$ cat config.mk
export PLATFORM = sky130hd
export DESIGN_NAME = multi_level_long_press_detector_unit
export DESIGN_NICKNAME = d
export VERILOG_FILES = /design/src/rtl/mlpd_pkg.sv /design/src/rtl/multi_level_long_press_detector_unit.sv /design/src/rtl/mlpd_core.sv
export SDC_FILE = /design/constraint.sdc
export NUM_CORES = 1
export LEC_CHECK = 0
export ABC_AREA = 1
export BUFFER_PORTS_ARGS = -buffer_cell sky130_fd_sc_hd__buf_2
export CORE_MARGIN = 3
export CORE_UTILIZATION = 40
export CTS_CLUSTER_DIAMETER = 80
export DETAILED_ROUTE_END_ITERATION = 10
export RECOVER_POWER = 50
export SETUP_SLACK_MARGIN = 0.3
export SLEW_MARGIN = 20
export SYNTH_ARGS = -nofsm -noshare
export SYNTH_HDL_FRONTEND = slang
export SYNTH_SLANG_ARGS = --single-unit
$ cat constraint.sdc
create_clock -name clk_i -period 11.4 [get_ports clk_i]
set_input_delay 2.85 -clock clk_i [delete_from_list [all_inputs] [get_ports clk_i]]
set_output_delay 2.85 -clock clk_i [all_outputs]
set_load 0.1 [all_outputs]
$ cat src/rtl/mlpd_pkg.sv
// Package for the multi-level long-press detector.
// Holds widths, register indexes and the configuration, state and result types.
// Used by mlpd_core and multi_level_long_press_detector_unit.
package mlpd_pkg;

  localparam int unsigned MaxThresholds = 5;
  localparam int unsigned TimeWidth     = 24;
  localparam int unsigned LevelWidth    = 3;
  localparam int unsigned CountWidth    = 3;
  localparam int unsigned AlarmWidth    = 16;
  localparam int unsigned CfgIdxWidth   = 3;
  localparam int unsigned CfgDataWidth  = 24;
  localparam int unsigned InDataWidth   = 8;
  localparam int unsigned OutDataWidth  = 32;

  // Register indexes of the configuration port.
  localparam logic [CfgIdxWidth-1:0] RegActiveLevel    = 3'd0;
  localparam logic [CfgIdxWidth-1:0] RegThresholdCount = 3'd1;
  localparam logic [CfgIdxWidth-1:0] RegAlarmInterval  = 3'd2;
  localparam logic [CfgIdxWidth-1:0] RegThresholdFirst = 3'd3;
  localparam logic [CfgIdxWidth-1:0] RegThresholdSecond = 3'd4;
  localparam logic [CfgIdxWidth-1:0] RegThresholdThird = 3'd5;
  localparam logic [CfgIdxWidth-1:0] RegThresholdFourth = 3'd6;
  localparam logic [CfgIdxWidth-1:0] RegThresholdFifth = 3'd7;

  localparam logic [TimeWidth-1:0]  TimeMax  = {TimeWidth{1'b1}};
  localparam logic [AlarmWidth-1:0] AlarmMax = {AlarmWidth{1'b1}};

  typedef struct packed {
    logic                                     active_level;
    logic [CountWidth-1:0]                    threshold_count;
    logic [AlarmWidth-1:0]                    alarm_interval;
    logic [MaxThresholds-1:0][TimeWidth-1:0]  thresholds;
  } cfg_t;

  typedef struct packed {
    logic                  last_pin_level;
    logic                  press_running;
    logic [TimeWidth-1:0]  press_timer;
    logic [TimeWidth-1:0]  duration_hold;
    logic [LevelWidth-1:0] level_reached;
    logic                  max_flag;
    logic [LevelWidth-1:0] last_notified_level;
    logic [AlarmWidth-1:0] alarm_timer;
  } state_t;

  // Packed so that pressed sits in the lowest bit of the output tdata.
  typedef struct packed {
    logic                  alarm_beep;
    logic                  level_beep;
    logic                  max_reached;
    logic [LevelWidth-1:0] press_level;
    logic [TimeWidth-1:0]  press_duration;
    logic                  released;
    logic                  pressed;
  } result_t;

endpackage

$ cat src/rtl/multi_level_long_press_detector_unit.sv
// Top level of the multi-level long-press detector.
// Holds configuration, press state and the output register with skid stage;
// depends on mlpd_pkg and mlpd_core.
//
// Usage: each request on the slave stream is one millisecond tick, with the
// sampled button pin level in s_axis_tdata bit 0. Every tick yields exactly one
// result request on the master stream carrying pressed, released, the last
// press duration, the press level, the max flag and the two beep pulses.
// The configuration port writes one register per cycle with cfg_we_i high;
// it is meant to be used only while no tick is outstanding.
// A tick accepted at a clock edge is stored in the output register, or in the
// skid register while a result waits there. One tick per cycle is taken while
// the receiver keeps up, set by the combinational state update in mlpd_core.
// When the receiver stalls, the first result waits in the output register and
// one further tick is still accepted into the skid register; s_axis_tready
// then falls until the output register has been emptied.
// Reset (rst_ni low, asynchronous) restores the default configuration, sets
// the remembered pin level to the idle pull-up level and empties both result
// registers.
module multi_level_long_press_detector_unit import mlpd_pkg::*; (
  input  logic                    clk_i,
  input  logic                    rst_ni,
  // Configuration write port.
  input  logic                    cfg_we_i,
  input  logic [CfgIdxWidth-1:0]  cfg_index_i,
  input  logic [CfgDataWidth-1:0] cfg_wdata_i,
  // Tick stream in.
  input  logic                    s_axis_tvalid,
  output logic                    s_axis_tready,
  // Fields from bit 0: pin_level[0], zero padding [7:1].
  input  logic [InDataWidth-1:0]  s_axis_tdata,
  // Result stream out.
  output logic                    m_axis_tvalid,
  input  logic                    m_axis_tready,
  // Fields from bit 0: pressed[0], released[1], press_duration[25:2],
  // press_level[28:26], max_reached[29], level_beep[30], alarm_beep[31].
  output logic [OutDataWidth-1:0] m_axis_tdata
);

  cfg_t    cfg_q;
  state_t  state_q;
  state_t  state_d;
  result_t result_d;
  result_t out_q;
  result_t skid_q;
  logic    out_valid_q;
  logic    skid_valid_q;
  logic    in_fire;
  logic    out_fire;

  assign s_axis_tready = !skid_valid_q;
  assign in_fire       = s_axis_tvalid && s_axis_tready;
  assign out_fire      = out_valid_q && m_axis_tready;

  // Configuration registers; each write is truncated to the register width.
  always_ff @(posedge clk_i or negedge rst_ni) begin
    if (!rst_ni) begin
      cfg_q.active_level    <= 1'b0;
      cfg_q.threshold_count <= CountWidth'(3);
      cfg_q.alarm_interval  <= AlarmWidth'(2000);
      cfg_q.thresholds[0]   <= TimeWidth'(50);
      cfg_q.thresholds[1]   <= TimeWidth'(1000);
      cfg_q.thresholds[2]   <= TimeWidth'(3000);
      cfg_q.thresholds[3]   <= TimeWidth'(5000);
      cfg_q.thresholds[4]   <= TimeWidth'(8000);
    end else if (cfg_we_i) begin
      case (cfg_index_i)
        RegActiveLevel:     cfg_q.active_level    <= cfg_wdata_i[0];
        RegThresholdCount:  cfg_q.threshold_count <= cfg_wdata_i[CountWidth-1:0];
        RegAlarmInterval:   cfg_q.alarm_interval  <= cfg_wdata_i[AlarmWidth-1:0];
        RegThresholdFirst:  cfg_q.thresholds[0]   <= cfg_wdata_i[TimeWidth-1:0];
        RegThresholdSecond: cfg_q.thresholds[1]   <= cfg_wdata_i[TimeWidth-1:0];
        RegThresholdThird:  cfg_q.thresholds[2]   <= cfg_wdata_i[TimeWidth-1:0];
        RegThresholdFourth: cfg_q.thresholds[3]   <= cfg_wdata_i[TimeWidth-1:0];
        RegThresholdFifth:  cfg_q.thresholds[4]   <= cfg_wdata_i[TimeWidth-1:0];
        default: begin
        end
      endcase
    end
  end

  mlpd_core u_core (
    .cfg_i       (cfg_q),
    .state_i     (state_q),
    .pin_level_i (s_axis_tdata[0]),
    .state_o     (state_d),
    .result_o    (result_d)
  );

  // Press state advances only on an accepted tick.
  always_ff @(posedge clk_i or negedge rst_ni) begin
    if (!rst_ni) begin
      state_q <= '{
        last_pin_level:      1'b1,
        press_running:       1'b0,
        press_timer:         '0,
        duration_hold:       '0,
        level_reached:       '0,
        max_flag:            1'b0,
        last_notified_level: '0,
        alarm_timer:         '0
      };
    end else if (in_fire) begin
      state_q <= state_d;
    end
  end

  // Output register plus skid register. While the skid register is full no
  // tick is taken, so it only ever drains into the output register.
  always_ff @(posedge clk_i or negedge rst_ni) begin
    if (!rst_ni) begin
      out_valid_q  <= 1'b0;
      skid_valid_q <= 1'b0;
    end else if (skid_valid_q) begin
      if (out_fire) begin
        skid_valid_q <= 1'b0;
      end
    end else if (in_fire) begin
      if (!out_valid_q || out_fire) begin
        out_valid_q <= 1'b1;
      end else begin
        skid_valid_q <= 1'b1;
      end
    end else if (out_fire) begin
      out_valid_q <= 1'b0;
    end
  end

  always_ff @(posedge clk_i) begin
    if (skid_valid_q) begin
      if (out_fire) begin
        out_q <= skid_q;
      end
    end else if (in_fire) begin
      if (!out_valid_q || out_fire) begin
        out_q <= result_d;
      end else begin
        skid_q <= result_d;
      end
    end
  end

  assign m_axis_tvalid = out_valid_q;
  assign m_axis_tdata  = out_q;

  // The skid register is filled only behind a waiting result.
  a_skid_behind_out: assert property (@(posedge clk_i) disable iff (!rst_ni)
    skid_valid_q |-> out_valid_q)
    else $error("skid register holds a result while the output register is empty");

  // A stalled input side always means a result is waiting downstream.
  a_ready_low_only_stalled: assert property (@(posedge clk_i) disable iff (!rst_ni)
    !s_axis_tready |-> (out_valid_q && skid_valid_q))
    else $error("input side stalled without two results waiting");

  // A release tick never reports a running press.
  a_release_not_pressed: assert property (@(posedge clk_i) disable iff (!rst_ni)
    out_valid_q |-> !(out_q.released && out_q.pressed))
    else $error("result reports release and press together");

  // The alarm only sounds at the max level of a running press.
  a_alarm_at_max: assert property (@(posedge clk_i) disable iff (!rst_ni)
    (out_valid_q && out_q.alarm_beep) |-> (out_q.max_reached && out_q.pressed))
    else $error("alarm beep outside max level of a press");

endmodule

$ cat src/rtl/mlpd_core.sv
// Per-tick update of the long-press detector: next state and result of one tick.
// Purely combinational; depends on mlpd_pkg.
module mlpd_core import mlpd_pkg::*; (
  input  cfg_t    cfg_i,
  input  state_t  state_i,
  input  logic    pin_level_i,
  output state_t  state_o,
  output result_t result_o
);

  logic [CountWidth-1:0] count_in_use;
  logic [LevelWidth-1:0] found;
  logic                  at_active;
  logic                  pressed;
  logic                  released;
  logic                  skip_level;
  logic                  level_beep;
  logic                  alarm_beep;
  state_t                s;

  // A threshold count above the supported number is clamped to that number.
  always_comb begin
    if (cfg_i.threshold_count > CountWidth'(MaxThresholds)) begin
      count_in_use = CountWidth'(MaxThresholds);
    end else begin
      count_in_use = cfg_i.threshold_count;
    end
  end

  assign at_active = (pin_level_i == cfg_i.active_level);

  always_comb begin
    s          = state_i;
    released   = 1'b0;
    skip_level = 1'b0;
    level_beep = 1'b0;
    alarm_beep = 1'b0;
    found      = '0;

    if (s.alarm_timer != AlarmMax) begin
      s.alarm_timer = s.alarm_timer + AlarmWidth'(1);
    end

    if (pin_level_i != state_i.last_pin_level) begin
      s.last_pin_level = pin_level_i;
      if (at_active) begin
        s.press_running = 1'b1;
        s.press_timer   = '0;
        s.level_reached = '0;
        s.max_flag      = 1'b0;
      end else if (state_i.press_running) begin
        if (state_i.press_timer != TimeMax) begin
          s.duration_hold = state_i.press_timer + TimeWidth'(1);
        end else begin
          s.duration_hold = TimeMax;
        end
        s.press_running = 1'b0;
        s.press_timer   = '0;
        released        = 1'b1;
        skip_level      = 1'b1;
      end
    end else if (state_i.press_running && at_active) begin
      if (state_i.press_timer != TimeMax) begin
        s.press_timer = state_i.press_timer + TimeWidth'(1);
      end
    end

    pressed = s.press_running && at_active;

    // Highest-numbered threshold met wins, even if the list is not ascending.
    for (int i = 0; i < MaxThresholds; i++) begin
      if ((CountWidth'(i) < count_in_use) && (s.press_timer >= cfg_i.thresholds[i])) begin
        found = LevelWidth'(i + 1);
      end
    end

    if (pressed && !skip_level) begin
      if (found > s.level_reached) begin
        s.level_reached = found;
      end
      if (s.level_reached == LevelWidth'(count_in_use)) begin
        s.max_flag = 1'b1;
      end
    end

    if (pressed) begin
      if (s.level_reached != '0) begin
        if (s.level_reached != s.last_notified_level) begin
          level_beep            = 1'b1;
          s.last_notified_level = s.level_reached;
        end
        if (s.max_flag && (s.alarm_timer >= cfg_i.alarm_interval)) begin
          alarm_beep    = 1'b1;
          s.alarm_timer = '0;
        end
      end
    end else begin
      s.last_notified_level = '0;
    end
  end

  assign state_o = s;

  always_comb begin
    result_o.pressed        = pressed;
    result_o.released       = released;
    result_o.press_duration = s.duration_hold;
    result_o.press_level    = s.level_reached;
    result_o.max_reached    = s.max_flag;
    result_o.level_beep     = level_beep;
    result_o.alarm_beep     = alarm_beep;
  end

endmodule
==> results by group <==
Yosys
  – Post-synth EDFFs: 64
  – Synthesized cell area: 16100 sq um
  – Synth area leader: dfrtp_1
  – Area contributors post-synth: dfrtp_1 28%, nand2_1 13%, edfxtp_1 12%
  – Synth top area share: around 28%
  – Top_reg_cell synth: dfrtp_1
  – Synthesized flop and latch total: 279
  – Post-synthesis sequential area ratio: between 40% and 50%
  – Count leader, synth: nand2_1
  – Async SR Flop Fraction: between 70 and 80%
  – Mean post-synth cell area: between 8 and 9 sq um
  – Yosys warnings: 0
  – Synthesized net count: 2183
  – Post-synth top cells: 577 x nand2_1, 318 x inv_1, 259 x o21ai_0
  – Synth Instances: around 2.0k
  – Post-synth cell types: 45

Timing
  – Setup Viol. Count Final: 0
  – Fmax: ~120 MHz
  – RSZ-0062 raised after global routing: no
  – Fin. Hold Viols: 0
  – Final Max Slew Viols: around 340
  – Final Skew: ~0.011 ns
  – Fin crit period: approximately 8.6 ns
  – Tcrit/Tclk final: between 70% and 80%
  – Setup TNS: 0 ns
  – Worst-Margin Slew: approximately 5.6 ns
  – Relative slew slack: -276%

Placement
  – Buffers on Ports: between 60 and 70
  – GP Congestion: approximately 0.84
  – DPL Wire Length: 27900 um

Status
  – Violated checks: max-capacitance violations, max-slew violations
  – Status: finished with violations

CTS
  – Post-CTS sizing: 0
  – Worst-Skew Late Latency: 0.52 ns
  – Post-CTS setup buffers: 0
  – Hold_buf cts: 0
  – Worst-path clk slew: 0.06 ns
  – H-tree depth: 2
  – TritonCTS clock tree: done
  – Root buf cell: clkbuf_16
  – CTS sink cnt: ~280
  – CTS buffer count: 34
  – Max clock buf depth: 3

Route
  – Antenna Violating Nets Remaining: 0
  – DRC viols: 0
  – Via-to-Cell Ratio: about 5
  – Drt first pass iters: 5
  – Starting DRT DRC Count: 782
  – Wire per inst: approximately 15 um
  – Final wirelength: 38500 um
  – Via count: approximately 13k

Finish
  – Area Growth Syn to Fin: 12.1%
  – Nets@finish: about 2.2k
  – Fillers: a little under 4k
  – # diodes: 0
  – Layout cell share with drive strength beyond 1: under 10%
  – Util after Layout: between 40 and 50%

Worst setup path
  – Kind of critical path: in2reg
  – CP required: 11.65 ns
  – Worst Path Max Fanout: 20
  – CP endpoint kind: flop
  – Crit path launch type: primary input
  – Most frequent cell on the critical path: nand2_1
  – Critical Path AT: 8.84 ns
  – Slowest cell on crit path: clkbuf_1
  – Reg2Reg Setup Slack: 4.76 ns
  – Crit path largest cell delay: 0.83 ns

Die
  – FP Rows: 72
  – Die W: ~210 um
  – Initial Util: 41.0%
  – Die height: a little over 200 um
  – Boundary Pins: between 70 and 80
  – Total die area: ~43000 sq um
  – Core area: ~40000 sq um

Min path
  – Hold crit path type: reg2reg

Pwr
  – Pwr per Cell Area: around 280 nW/um^2
  – Worst VDD drop: between 0.0001 and 0.00015 V
  – Leak pwr: about 9 nW

GRT
  – Initial antenna violation count: 0
  – Largest net degree at the start of global routing: 100
  – Vias in the first global route: ~12k
  – First-pass GRT wire length: ~63000 um
  – GRT overflow: 0
  – GRT Total Usage: a little under a fifth

Run
  – Max_cap viols: 6
metrics by stage:
step / cell area, sq um / worst slack, ns / std cells / power (mW) / hold WS (ns)
floorplan: 16100 / 4.34 / 2001 / 3.44 / 0.446
global placement: 16900 / 2.58 / 2539 / 3.99 / 0.461
detailed placement: 16900 / 2.47 / 2539 / 4.07 / 0.472
CTS: 18100 / 3.03 / 2601 / 5.18 / 0.485
global route: 18000 / 2.25 / 2601 / 5.60 / 0.493
finish: 18000 / 2.82 / 2601 / 5.13 / 0.481
placed cells by master (no fill, tap or decap), types with 26 or more instances in the layout:
cell type and instances:
clkbuf_16 37, inv_1 318, dfrtp_1 179, nand3_1 46
xor2_1 26, ha_1 142, nand2_1 577, nor2_1 89
edfxtp_1 64, buf_2 64, o21ai_0 257, dfstp_2 36
a21oi_1 67
sequential cells by signal (all words and copies together) (netlist names):
signal,flops
cfg_q,140
state_q,73
m_axis_tvalid,1
skid_q,32
skid_valid_q,1
m_axis_tdata,32
kinds of logic after synthesis:
group / Yosys count / synth area share, %
simple gates: 779 / 19.8
buf+inv: 388 / 9.18
compound gates: 383 / 12.5
flops: 279 / 45.7
fa+ha+maj: 142 / 11.1
xor+xnor: 30 / 1.64
final timing paths:
check / start / endpoint / cells after the start
max: s_axis_tdata[0] / m_axis_tdata[31] / 31
min: cfg_q[71] / cfg_q[71] / 2
max reg2reg: state_q[72] / m_axis_tdata[31] / 30
min reg2reg: cfg_q[71] / cfg_q[71] / 2
max in group asynchronous: rst_ni / cfg_q[50] / 1
min in group asynchronous: rst_ni / cfg_q[23] / 1
cell type report:
type                    count  area, sq um  share of cell area, %
well taps                 518          648                   3.60
repair buffers             84          433                   2.40
clock buffers              50         1010                   5.63
multi-input cells        1334         7240                   40.2
clock inverters            12          111                  0.618
inverters                 324         1220                   6.75
flip-flops and latches    279         7350                   40.8
per-layer routing:
metal  wire length (um)  GRT usage, %  vias to the layer above  part of all wire [%]
met3               1980          3.04                       75                   5.1
met2              17400          30.7                      279                    45
met4               1180          6.18                        0                   3.1
li1                   -             -                     6544                     -
met1              17900          24.9                     5991                    47
met5                  0             0                        -                     0
where the power goes:
group / internal [mW] / switching, mW
Combinational: 0.705 / 1.80
Sequential: 1.39 / 0.148
Clock: 0.663 / 0.426
critical path: cells and delay by family:
family,cells,cell delay (ns)
simple gates,15,2.27
buf+inv,7,1.74
compound gates,5,0.99
fa+ha+maj,2,0.68
xor+xnor,2,0.27
(Power assumes the default switching activity.)
